## config.mk

```make
export PLATFORM = sky130hd
export DESIGN_NAME = gsg_queue
export DESIGN_NICKNAME = d
export VERILOG_FILES = /design/src/rtl/gsg_pkg.sv /design/src/rtl/gsg_queue.sv
export SDC_FILE = /design/constraint.sdc
export NUM_CORES = 1
export LEC_CHECK = 0
export BUFFER_PORTS_ARGS = -buffer_cell sky130_fd_sc_hd__buf_2
export CORE_MARGIN = 2
export CORE_UTILIZATION = 46
export CTS_CLUSTER_DIAMETER = 50
export CTS_CLUSTER_SIZE = 24
export DETAILED_ROUTE_END_ITERATION = 10
export PLACE_DENSITY = 0.77
export SYNTH_ARGS = -nofsm -noshare
export SYNTH_HDL_FRONTEND = slang
export SYNTH_SLANG_ARGS = --single-unit
```

## constraint.sdc

```tcl
create_clock -name clk -period 15.55 [get_ports clk]
set_input_delay 3.11 -clock clk [delete_from_list [all_inputs] [get_ports clk]]
set_output_delay 3.11 -clock clk [all_outputs]
set_load 0.05 [all_outputs]
```

## src/rtl/gsg_pkg.sv

```systemverilog
// shared types, constants, microprogram and saturating helpers for the geodesic step
package gsg_pkg;

  localparam int FRAC_BITS_DEF = 40;
  localparam int QDEPTH = 4;

  typedef logic signed [63:0] fx_t;

  localparam fx_t FX_MAX = {1'b0, {63{1'b1}}};
  localparam fx_t FX_MIN = {1'b1, {63{1'b0}}};

  // configuration register indexes
  localparam logic CFG_MASS = 1'b0;
  localparam logic CFG_STEP = 1'b1;

  // datapath operations of the back sequencer
  typedef enum logic [2:0] {
    OP_MUL, OP_DIV, OP_ADD, OP_SUB, OP_NEG, OP_CHK, OP_END
  } op_t;

  // register file slots; indexes from K_BASE up select constants
  localparam logic [4:0] R_T    = 5'd0;
  localparam logic [4:0] R_R    = 5'd1;
  localparam logic [4:0] R_P    = 5'd2;
  localparam logic [4:0] R_UT   = 5'd3;
  localparam logic [4:0] R_UR   = 5'd4;
  localparam logic [4:0] R_UP   = 5'd5;
  localparam logic [4:0] R_F    = 5'd6;
  localparam logic [4:0] R_A    = 5'd7;
  localparam logic [4:0] R_G    = 5'd8;
  localparam logic [4:0] R_H    = 5'd9;
  localparam logic [4:0] R_INV  = 5'd10;
  localparam logic [4:0] X1     = 5'd11;
  localparam logic [4:0] X2     = 5'd12;
  localparam logic [4:0] X3     = 5'd13;
  localparam logic [4:0] X4     = 5'd14;
  localparam logic [4:0] K_BASE = 5'd24;
  localparam logic [4:0] K_MASS = 5'd24;
  localparam logic [4:0] K_TM   = 5'd25;
  localparam logic [4:0] K_STEP = 5'd26;
  localparam logic [4:0] K_ONE  = 5'd27;
  localparam logic [4:0] K_TWO  = 5'd28;

  typedef struct packed {
    op_t        op;
    logic [4:0] d;
    logic [4:0] a;
    logic [4:0] b;
  } ins_t;

  // entry point of the horizon test
  localparam logic [5:0] PC_CHK = 6'd36;

  typedef struct packed {
    logic horizon_hit;
    fx_t  up;
    fx_t  ur;
    fx_t  ut;
    fx_t  p;
    fx_t  r;
    fx_t  t;
  } entry_t;

  typedef struct packed {
    logic valid;
    logic horizon_hit;
    fx_t  inv;
    fx_t  up;
    fx_t  ur;
    fx_t  ut;
    fx_t  p;
    fx_t  r;
    fx_t  t;
  } result_t;

  typedef enum logic [2:0] {
    BK_IDLE, BK_LOAD, BK_FETCH, BK_EXEC, BK_WAIT, BK_DRAIN, BK_PUSH
  } bk_state_t;

  // microprogram: acceleration, symplectic update, horizon test, invariant
  function automatic ins_t prog(input logic [5:0] pc);
    ins_t i;
    case (pc)
      6'd0:  i = '{OP_DIV, X1, K_TM, R_R};
      6'd1:  i = '{OP_SUB, R_F, K_ONE, X1};
      6'd2:  i = '{OP_MUL, X1, R_R, R_R};
      6'd3:  i = '{OP_DIV, R_A, K_MASS, X1};
      6'd4:  i = '{OP_DIV, R_G, R_A, R_F};
      6'd5:  i = '{OP_MUL, R_H, R_A, R_F};
      6'd6:  i = '{OP_ADD, X1, R_G, R_G};
      6'd7:  i = '{OP_NEG, X1, X1, X1};
      6'd8:  i = '{OP_MUL, X1, X1, R_UT};
      6'd9:  i = '{OP_MUL, X2, X1, R_UR};
      6'd10: i = '{OP_NEG, X1, R_H, R_H};
      6'd11: i = '{OP_MUL, X3, R_UT, R_UT};
      6'd12: i = '{OP_MUL, X1, X1, X3};
      6'd13: i = '{OP_MUL, X3, R_UR, R_UR};
      6'd14: i = '{OP_MUL, X3, R_G, X3};
      6'd15: i = '{OP_ADD, X1, X1, X3};
      6'd16: i = '{OP_MUL, X3, R_R, R_F};
      6'd17: i = '{OP_MUL, X4, R_UP, R_UP};
      6'd18: i = '{OP_MUL, X3, X3, X4};
      6'd19: i = '{OP_ADD, X3, X1, X3};
      6'd20: i = '{OP_DIV, X1, K_TWO, R_R};
      6'd21: i = '{OP_NEG, X1, X1, X1};
      6'd22: i = '{OP_MUL, X1, X1, R_UR};
      6'd23: i = '{OP_MUL, X1, X1, R_UP};
      6'd24: i = '{OP_MUL, X2, X2, K_STEP};
      6'd25: i = '{OP_ADD, R_UT, R_UT, X2};
      6'd26: i = '{OP_MUL, X3, X3, K_STEP};
      6'd27: i = '{OP_ADD, R_UR, R_UR, X3};
      6'd28: i = '{OP_MUL, X1, X1, K_STEP};
      6'd29: i = '{OP_ADD, R_UP, R_UP, X1};
      6'd30: i = '{OP_MUL, X1, R_UT, K_STEP};
      6'd31: i = '{OP_ADD, R_T, R_T, X1};
      6'd32: i = '{OP_MUL, X1, R_UR, K_STEP};
      6'd33: i = '{OP_ADD, R_R, R_R, X1};
      6'd34: i = '{OP_MUL, X1, R_UP, K_STEP};
      6'd35: i = '{OP_ADD, R_P, R_P, X1};
      6'd36: i = '{OP_CHK, X1, R_R, K_TM};
      6'd37: i = '{OP_DIV, X1, K_TM, R_R};
      6'd38: i = '{OP_SUB, R_F, K_ONE, X1};
      6'd39: i = '{OP_NEG, X1, R_F, R_F};
      6'd40: i = '{OP_MUL, X2, R_UT, R_UT};
      6'd41: i = '{OP_MUL, X1, X1, X2};
      6'd42: i = '{OP_DIV, X2, K_ONE, R_F};
      6'd43: i = '{OP_MUL, X3, R_UR, R_UR};
      6'd44: i = '{OP_MUL, X2, X2, X3};
      6'd45: i = '{OP_ADD, X1, X1, X2};
      6'd46: i = '{OP_MUL, X2, R_R, R_R};
      6'd47: i = '{OP_MUL, X3, R_UP, R_UP};
      6'd48: i = '{OP_MUL, X2, X2, X3};
      6'd49: i = '{OP_ADD, R_INV, X1, X2};
      default: i = '{OP_END, X1, X1, X1};
    endcase
    return i;
  endfunction

  function automatic logic [63:0] mag(input fx_t x);
    return x[63] ? (64'd0 - 64'(x)) : 64'(x);
  endfunction

  function automatic fx_t from_mag(input logic neg, input logic [63:0] m);
    fx_t y;
    if (neg) begin
      y = m[63] ? FX_MIN : fx_t'(64'd0 - m);
    end else begin
      y = m[63] ? FX_MAX : fx_t'(m);
    end
    return y;
  endfunction

  function automatic fx_t sat65(input logic signed [64:0] s);
    fx_t y;
    if (s[64] != s[63]) begin
      y = s[64] ? FX_MIN : FX_MAX;
    end else begin
      y = s[63:0];
    end
    return y;
  endfunction

  function automatic fx_t sat_add(input fx_t a, input fx_t b);
    return sat65(65'({a[63], a}) + 65'({b[63], b}));
  endfunction

  function automatic fx_t sat_sub(input fx_t a, input fx_t b);
    return sat65(65'({a[63], a}) - 65'({b[63], b}));
  endfunction

  function automatic fx_t sat_neg(input fx_t a);
    return (a == FX_MIN) ? FX_MAX : -a;
  endfunction

endpackage

```

## src/rtl/gsg_queue.sv

```systemverilog
// short queue of classified states between front and back
module gsg_queue (
  input  logic            clk,
  input  logic            rst_n,
  input  logic            push,
  input  gsg_pkg::entry_t push_data,
  input  logic            pop,
  output logic            full,
  output logic            not_empty,
  output gsg_pkg::entry_t head
);

  localparam int QAW = $clog2(gsg_pkg::QDEPTH);

  gsg_pkg::entry_t slot_r [gsg_pkg::QDEPTH];
  logic [QAW-1:0]  wr_ptr_r, rd_ptr_r;
  logic [QAW:0]    count_r;

  assign full      = (count_r == (QAW+1)'(gsg_pkg::QDEPTH));
  assign not_empty = (count_r != '0);
  assign head      = slot_r[rd_ptr_r];

  // pointers and fill count
  always_ff @(posedge clk) begin
    if (!rst_n) begin
      wr_ptr_r <= '0;
      rd_ptr_r <= '0;
      count_r  <= '0;
    end else begin
      if (push) wr_ptr_r <= wr_ptr_r + 1'b1;
      if (pop)  rd_ptr_r <= rd_ptr_r + 1'b1;
      count_r <= count_r + (QAW+1)'(push) - (QAW+1)'(pop);
    end
  end

  // storage
  always_ff @(posedge clk) begin
    if (push) slot_r[wr_ptr_r] <= push_data;
  end

endmodule

```

==> results.txt, run 1 <==
----------------------------------------------------
[Power and ir drop]
  Sequential fraction of design power ... 51.9%
  Net switching fraction of the power ... 27.57%
  Worst vdd rail ir drop ... 0.1308 mV
  Total leakage power ... 21.73 nW
  Switching power of the nets ... 2.577 mW
  Tot Pwr ... 9.350 mW
  Power density cells ... 141.8 nW/um^2
  Combinational cell fraction of total power ... 13.9%
  Clock Power Share ... 34.2%
  Power Internal ... 6.772 mW

[Yosys]
  Number of distinct library cells after synthesis ... 19
  Post-synth net total ... 2450
  Register bit total from synthesis ... 1549
  Number of cells produced by synthesis ... 2054
  Register area share after synthesis ... 82.85%
  Yosys Warn Count ... 0
  Average footprint of a synthesized cell ... 27.28 um^2
  Cell area after technology mapping ... 56030 um^2

[Placed design]
  RD Place Congestion ... 0.7800
  Place WS ... 8.217 ns
  Cell area after placement ... 61600 um^2
  Total half-perimeter wirelength after legalization and detailed placement ... 70.25 mm
  Number of cells after detailed placement ... 4396
  Count of buffers from port buffering ... 775

[Critical path]
  Critical Path Stages ... 5
  Endpoint arrival time on the critical path ... 4.79 ns
  Critical path class ... flop to primary output
  Critical Path Start Type ... flop
  Worst Setup EP ... head[152]
  Cell Chain, Critical Path ... buf_4 -> buf_4 -> buf_12 -> mux4_2 -> buf_2
  Critical Path Slowest Stage Cell ... dfxtp_4
  Kind of cell adding the most delay to the critical path ... buffers and inverters
  Top cell by count, worst path ... buf_4
  Number of buffers and inverters on the critical path ... 4
  R2r worst-path depth ... 6
  Capturing point of the worst reg2reg path ... slot_r[0][167]$_DFFE_PP_
  Setup slack, reg-to-reg ... 11.70 ns
  WP data required ... 12.44 ns
  Startpoint of the lowest-slack register-to-register path ... wr_ptr_r[0]$_SDFFE_PN0P_
  Critical path's largest stage delay ... 1.00 ns
  Nature of the critical path endpoint ... primary output
  Maximum fanout along the worst path ... 98

[Final layout]
  Design area ... 65920 um^2
  Net count reported at finish ... 3287
  Commonest cells after routing, fill and taps aside ... 1540 x edfxtp_1, 775 x buf_2, 385 x mux4_2, 120 x clkbuf_16, 23 x clkinv_8
  Sequential cell area ... 46430 um^2
  Final standard cell utilization of the core ... 54.30%
  Post-Layout Cell Count ... 4649
  Fill count ... 8920
  Growth of design area from synthesis to finish ... 17.64%
  Area occupied by multi-input gates ... 8919 um^2
  Most common cell after layout, fill and taps aside ... edfxtp_1
  Share of cells above drive strength 1 ... 46.94%

[GRT]
  Wire length of the first global-routing pass ... 167.9 mm
  Vias in the first global route ... 26.06k
  GR Overflow Total ... 0
  Total global routing track utilization ... 18.10%
  Initial antenna violation count ... 43
  Largest net degree at the start of global routing ... 142

[Job]
  Number of violations of the max-capacitance limit ... 0

[Timing]
  Final Max Tran Viols ... 0
  Clock tree skew after final layout ... 0.02325 ns
  Final hold violation count ... 0
  Maximum clock rate ... 126.5 MHz
  Period minus WS final ... 7.904 ns
  Setup-violating endpoint count in the final report ... 0
  Hold slack ... 0.5561 ns
  Setup repair after global routing missed its margin ... no
  Worst slew margin relative to its limit ... 15.86%
  Transition time of the tightest slew-check pin ... 1.262 ns
  Accumulated negative setup slack ... 0 ns
  Worst path setup slack after routing ... 7.646 ns
  Final worst-path cycle share ... 50.83%

[Routing]
  Detailed-route via count ... 25.03k
  Per-cell routed wire length ... 24.63 um
  Number of nets with antenna violations after detailed routing ... 0
  Routed Wire Length ... 114.5 mm
  First-iteration detailed-routing DRC count ... 1917
  Pre-Repair DR Iteration Count ... 5
  Remaining DRCs ... 0
  Average vias per placed instance ... 5.384

[Clock tree]
  Clock Pin Slew Worst Setup and Hold Paths ... 0.07 ns
  Number of clock buffers inserted by TritonCTS ... 118
  Number of levels the H-tree was split into ... 3
  Clk Tree Root Cell ... clkbuf_16
  Postcts setup bufs ... 0
  Number of gates resized after cts ... 0
  Clock Tree Buf Depth ... 3
  Cts hold-fix bufs ... 0
  CTS tree ... done
  Clock sink count ... 1549
  Clock Latency Late Sink ... 0.72 ns

[Min path]
  Class of the most critical hold timing path ... flop to flop

[Die]
  Row count ... 128
  Y dimension of the die ... 353.0 um
  Die Area ... 124600 um^2
  Initial core utilization ... 46.16%
  Std-Cell Core Area ... 121400 um^2
  Die width ... 353.0 um
  # IOs ... 776

[Status]
  Status ... finished, final reports clean

----------------------------------------------------
==> registers in the layout (all words and copies together) (netlist names), named ones only <==
signal / cells
slot_r: 1540
count_r: 3
wr_ptr_r: 2
rd_ptr_r: 2
==> cells in the mapped netlist <==
| library cell | instances | share of area (%) |
|---|---|---|
| dfxtp_1 | 9 | 0.32 |
| xnor2_1 | 2 | 0.031 |
| a21bo_2 | 1 | 0.018 |
| fa_1 | 1 | 0.036 |
| clkbuf_1 | 6 | 0.040 |
| xor3_1 | 1 | 0.042 |
| buf_6 | 40 | 0.80 |
| mux2i_1 | 1 | 0.018 |
| edfxtp_1 | 1540 | 83 |
| buf_2 | 40 | 0.36 |
| or3_1 | 1 | 0.011 |
| and2_1 | 6 | 0.067 |
| nor2_1 | 5 | 0.033 |
| nand3b_1 | 1 | 0.013 |
| ha_1 | 6 | 0.13 |
| and3_1 | 1 | 0.011 |
| inv_1 | 7 | 0.047 |
| mux4_2 | 385 | 15 |
| a21oi_1 | 1 | 0.0089 |
==> worst reg2reg max path, stage by stage, from the launching register on <==
cell and delay (ns):
dfxtp_1 0.35, inv_1 0.09, ha_1 0.16, and2_4 0.51, buf_4 0.63, buf_4 0.77
buf_4 0.87
==> cell families (layout without fill, tap and decap cells) <==
logic type | count (synthesis) | in the layout | synth area share [%]
buf+inv | 93 | 1032 | 1.248
other cells | 0 | 31 | 0
mux | 386 | 386 | 15.49
compound gates | 2 | 2 | 0.02679
xor+xnor | 3 | 3 | 0.07369
simple gates | 14 | 14 | 0.1362
flops | 1549 | 1549 | 82.85
fa+ha+maj | 7 | 7 | 0.1697
==> routing by layer <==
layer,wire [um],track usage (%),part of all wire (%),vias up
met5,234,0,0.20,-
met4,4700,8.485,4.1,36
met3,9815,5.747,8.6,251
met2,57820,29.69,50,984
met1,41950,21.98,37,13046
li1,-,-,-,10712
==> power groups by stage <==
| stage | Clock [mW] | Sequential, mW | Combinational [mW] |
|---|---|---|---|
| after floorplan | 0 | 5.00 | 0.972 |
| after global placement | 0 | 4.93 | 1.30 |
| after detailed placement | 0 | 4.95 | 1.31 |
| after CTS | 3.27 | 4.85 | 1.32 |
| after global routing | 3.41 | 4.87 | 1.36 |
| final | 3.20 | 4.85 | 1.30 |
==> worst min path at each step <==
stage | startpoint | end | slack, ns | cells past startpoint
floorplan | rd_ptr_r[1]$_SDFFE_PN0P_ | flop | 0.50 | 2
global placement | rd_ptr_r[1]$_SDFFE_PN0P_ | flop | 0.51 | 2
detailed placement | wr_ptr_r[1]$_SDFFE_PN0P_ | wr_ptr_r[1]$_SDFFE_PN0P_ | 0.55 | 2
CTS | wr_ptr_r[1]$_SDFFE_PN0P_ | wr_ptr_r[1]$_SDFFE_PN0P_ | 0.56 | 2
global route | rd_ptr_r[0]$_SDFFE_PN0P_ | flop | 0.61 | 2
finish | wr_ptr_r[1]$_SDFFE_PN0P_ | wr_ptr_r[1]$_SDFFE_PN0P_ | 0.56 | 2
==> area by class of cell <==
cell class                 instances  share of cell area, %
antenna                           31                 0.1177
clock buffer                     125                  4.584
clock inverter                    97                  1.849
inverter                           7                0.03986
multi-input combinational        412                  13.53
sequential                      1549                  70.44
tap                             1625                  3.084
timing repair buffer             803                  6.355
(Power assumes the default switching activity.)
==> run 2, diff against run 1 <==
--- a/config.mk
+++ b/config.mk
@@ -5,13 +5,14 @@
 export SDC_FILE = /design/constraint.sdc
 export NUM_CORES = 1
 export LEC_CHECK = 0
+export ABC_AREA = 1
 export BUFFER_PORTS_ARGS = -buffer_cell sky130_fd_sc_hd__buf_2
 export CORE_MARGIN = 2
 export CORE_UTILIZATION = 46
 export CTS_CLUSTER_DIAMETER = 50
 export CTS_CLUSTER_SIZE = 24
 export DETAILED_ROUTE_END_ITERATION = 10
-export PLACE_DENSITY = 0.77
+export PLACE_DENSITY = 0.79
 export SYNTH_ARGS = -nofsm -noshare
 export SYNTH_HDL_FRONTEND = slang
 export SYNTH_SLANG_ARGS = --single-unit
==> constraint.sdc (replaced) <==
create_clock -name clk -period 7.1 [get_ports clk]
set_input_delay 1.42 -clock clk [delete_from_list [all_inputs] [get_ports clk]]
set_output_delay 1.42 -clock clk [all_outputs]
set_load 0.05 [all_outputs]
==> results.txt, run 2 <==
----------------------------------------------------
[Final layout]
  Design area ... 72400 um^2 (+9.8%)
  Largest register FFs ... 1540 (unchanged)
  Leading registers by flop count ... slot_r: 1540 flops, count_r: 3 flops
  Post-Layout Cell Count ... 7169 (+54%)
  Net count reported at finish ... 5642 (+72%)
  Commonest cells after routing, fill and taps aside ... 1540 x edfxtp_1, 781 x inv_1, 776 x nand2_1, 775 x buf_2, 391 x a21oi_1
  Growth of design area from synthesis to finish ... 15.25%
  Largest Register ... slot_r
  Share of cells above drive strength 1 ... 27.00% (-20 points)
  Most common cell after layout, fill and taps aside ... edfxtp_1
  Fill count ... 10.59k (+19%)

[Routing]
  Average vias per placed instance ... 5.094 (-5.4%)
  Detailed-route via count ... 36.52k (+46%)
  First-iteration detailed-routing DRC count ... 3105 (+62%)
  Routed Wire Length ... 135.3 mm (+18%)
  Number of nets with antenna violations after detailed routing ... 0 (unchanged)
  Pre-Repair DR Iteration Count ... 6 (+1)
  Remaining DRCs ... 0 (unchanged)
  Per-cell routed wire length ... 18.88 um (-23%)

[Critical path]
  Endpoint arrival time on the critical path ... 3.57 ns (-1.22 ns)
  Startpoint of the lowest-slack register-to-register path ... wr_ptr_r[0]$_SDFFE_PN0P_
  R2r worst-path depth ... 5 (-1)
  Critical Path Start Type ... flop
  Capturing point of the worst reg2reg path ... slot_r[3][207]$_DFFE_PP_
  Critical path class ... flop to primary output
  Setup slack, reg-to-reg ... 4.01 ns (-7.69 ns)
  Nature of the critical path endpoint ... primary output
  Maximum fanout along the worst path ... 65 (-34%)
  WP data required ... 5.68 ns (-6.76 ns)

[Placed design]
  Count of buffers from port buffering ... 775 (unchanged)
  Number of cells after detailed placement ... 6909 (+57%)
  Cell area after placement ... 68050 um^2 (+10%)
  Total half-perimeter wirelength after legalization and detailed placement ... 86.09 mm (+23%)
  RD Place Congestion ... 0.8121 (+4.1%)

[Timing]
  Hold slack ... 0.4555 ns (-0.1006 ns)
  Worst slew margin relative to its limit ... 24.90% (+9.0 points)
  Transition time of the tightest slew-check pin ... 1.127 ns (-0.1356 ns)
  Clock tree skew after final layout ... 0.04957 ns (+0.02632 ns)
  Period minus WS final ... 4.986 ns
  Final hold violation count ... 0 (unchanged)
  Final Max Tran Viols ... 0 (unchanged)
  Final worst-path cycle share ... 70.23%
  Setup repair after global routing missed its margin ... no
  Maximum clock rate ... 200.6 MHz
  Setup-violating endpoint count in the final report ... 0 (unchanged)

[Power and ir drop]
  Worst vdd rail ir drop ... 0.2766 mV (+110%)
  Combinational cell fraction of total power ... 14.2% (+0.3 points)
  Switching power of the nets ... 5.889 mW (+130%)
  Clock Power Share ... 34.3% (about the same)
  Sequential fraction of design power ... 51.4% (-0.5 points)
  Net switching fraction of the power ... 28.68% (+1.1 points)
  Power density cells ... 283.6 nW/um^2 (+100%)
  Total leakage power ... 27.48 nW (+26%)
  Power Internal ... 14.65 mW (+120%)

[Clock tree]
  Clk Tree Root Cell ... clkbuf_16
  Cts hold-fix bufs ... 0 (unchanged)
  Clock sink count ... 1549 (unchanged)
  CTS tree ... done
  Clock Pin Slew Worst Setup and Hold Paths ... 0.07 ns (about the same)
  Postcts setup bufs ... 0 (unchanged)
  Number of levels the H-tree was split into ... 3 (unchanged)
  Number of clock buffers inserted by TritonCTS ... 116 (-1.7%)
  Number of gates resized after cts ... 0 (unchanged)
  Clock Tree Buf Depth ... 3 (unchanged)
  Clock Latency Late Sink ... 0.74 ns (+0.02 ns)

[Min path]
  Class of the most critical hold timing path ... flop to flop
  Hold path startpoint ... rd_ptr_r[1]$_SDFFE_PN0P_
  Worst hold path depth ... 2 (unchanged)

[GRT]
  Vias in the first global route ... 35.38k (+36%)
  GR Overflow Total ... 0 (unchanged)
  Total global routing track utilization ... 18.85% (+0.75 points)
  Initial antenna violation count ... 63 (+47%)
  Largest net degree at the start of global routing ... 211 (+49%)
  Wire length of the first global-routing pass ... 204.7 mm (+22%)

[Die]
  Y dimension of the die ... 373.6 um (+5.8%)
  Die Area ... 139500 um^2 (+12%)
  # IOs ... 776 (unchanged)
  Std-Cell Core Area ... 135500 um^2 (+12%)
  Initial core utilization ... 46.38% (+0.22 points)
  Row count ... 135 (+5.5%)
  Die width ... 373.6 um (+5.8%)

[Yosys]
  Share of synthesized flip-flops with an asynchronous set or reset ... 0% (unchanged)
  Fraction of post-synthesis cell area in the top cell type by area ... 73.61% (-8.9 points)
  Average footprint of a synthesized cell ... 13.82 um^2 (-49%)
  Yosys Warn Count ... 0 (unchanged)
  Cell taking the most area after synthesis ... edfxtp_1
  Largest cells by area after synthesis ... edfxtp_1 74%, o211ai_2 7.6%, inv_1 4.7%, nand2_1 4.7%, a21oi_1 3.1%
  Register area share after synthesis ... 73.90% (-9.0 points)
  Most common flop cell mapped by yosys ... edfxtp_1
  Number of enable flip-flop cells after synthesis ... 1540 (unchanged)
  Post-synth net total ... 4943 (+100%)
  Dominant cell by count in the synthesized netlist ... edfxtp_1
  Cell area after technology mapping ... 62820 um^2 (+12%)
  Most common library cells after synthesis ... 1540 x edfxtp_1, 785 x inv_1, 780 x nand2_1, 391 x a21oi_1, 389 x o21ai_0
  Number of cells produced by synthesis ... 4547 (+120%)
  Number of distinct library cells after synthesis ... 16 (-3)
  Register bit total from synthesis ... 1549 (unchanged)

[Job]
  Number of violations of the max-capacitance limit ... 0 (unchanged)

[Status]
  Status ... finished, final reports clean

----------------------------------------------------
-- run 2: cell count changes in the layout (fill, tap and decap cells not counted), sizes merged, moves of 6 or more --
cell / delta
mux4: -385
and2: -6
a21oi: +390
o21ai: +389
o211ai: +385
inv: +766
nand2: +780
diode: +8
clkinvlp: +9
buf: +35
-- run 2: cells by family after synthesis --
kind of cell,synth area share [%]
and+or+nand+nor,4.688
buffers and inverters,7.423
AOI/OAI and AO/OA,13.84
adders and majority gates,0.1514
DFF,73.90
-- run 2: per-stage QoR --
step	util (%)	TNS, ns	power, mW	setup WS, ns
final	53.45	0	20.54	2.114
after detailed placement	50.23	0	13.70	2.927
after floorplan	-	-808.20	12.94	-0.5248
after global routing	53.43	0	21.22	1.904
after CTS	53.37	0	20.69	2.015
after global placement	50.23	0	13.62	2.955
-- run 2: power by group through the flow --
stage	registers [mW]	clock network [mW]	logic [mW]
6_report	10.6	7.05	2.92
5_1_grt	10.6	7.52	3.12
4_1_cts	10.6	7.19	2.94
3_5_place_dp	10.8	0	2.93
3_3_place_gp	10.8	0	2.87
2_1_floorplan	10.8	0	2.12
-- run 2: final cells by class --
class,instances,area [um^2],area share [%]
tap,1781,2228,3.078
antenna,39,97.59,0.1348
multi-input combinational,1956,11800,16.30
sequential,1549,46430,64.13
timing repair buffer,838,4627,6.391
clock inverter,100,1290,1.782
inverter,785,2962,4.090
clock buffer,121,2964,4.094
-- run 2: metal layers --
layer	track usage, %	routed length, um	vias to the layer above
met1	22.21	50730	17656
met2	32.44	68910	1164
met4	8.441	4962	52
met5	0	321	-
li1	-	-	17355
met3	4.907	10400	293
-- run 2: worst max-delay path: stages, from the launching register on --
cell and delay, ns:
dfxtp_4 0.92, buf_4 0.50, buf_4 0.61, o21ai_0 0.26, nand2_1 0.16, buf_2 0.28
-- run 2: worst max-delay path by stage --
stage,depth (start not counted),to,start
6_report,5,head[221],flop
5_1_grt,5,head[221],flop
4_1_cts,5,head[221],flop
3_5_place_dp,5,slot_r[3][148]$_DFFE_PP_,push
3_3_place_gp,5,slot_r[3][148]$_DFFE_PP_,push
2_1_floorplan,2,slot_r[1][0]$_DFFE_PP_,push
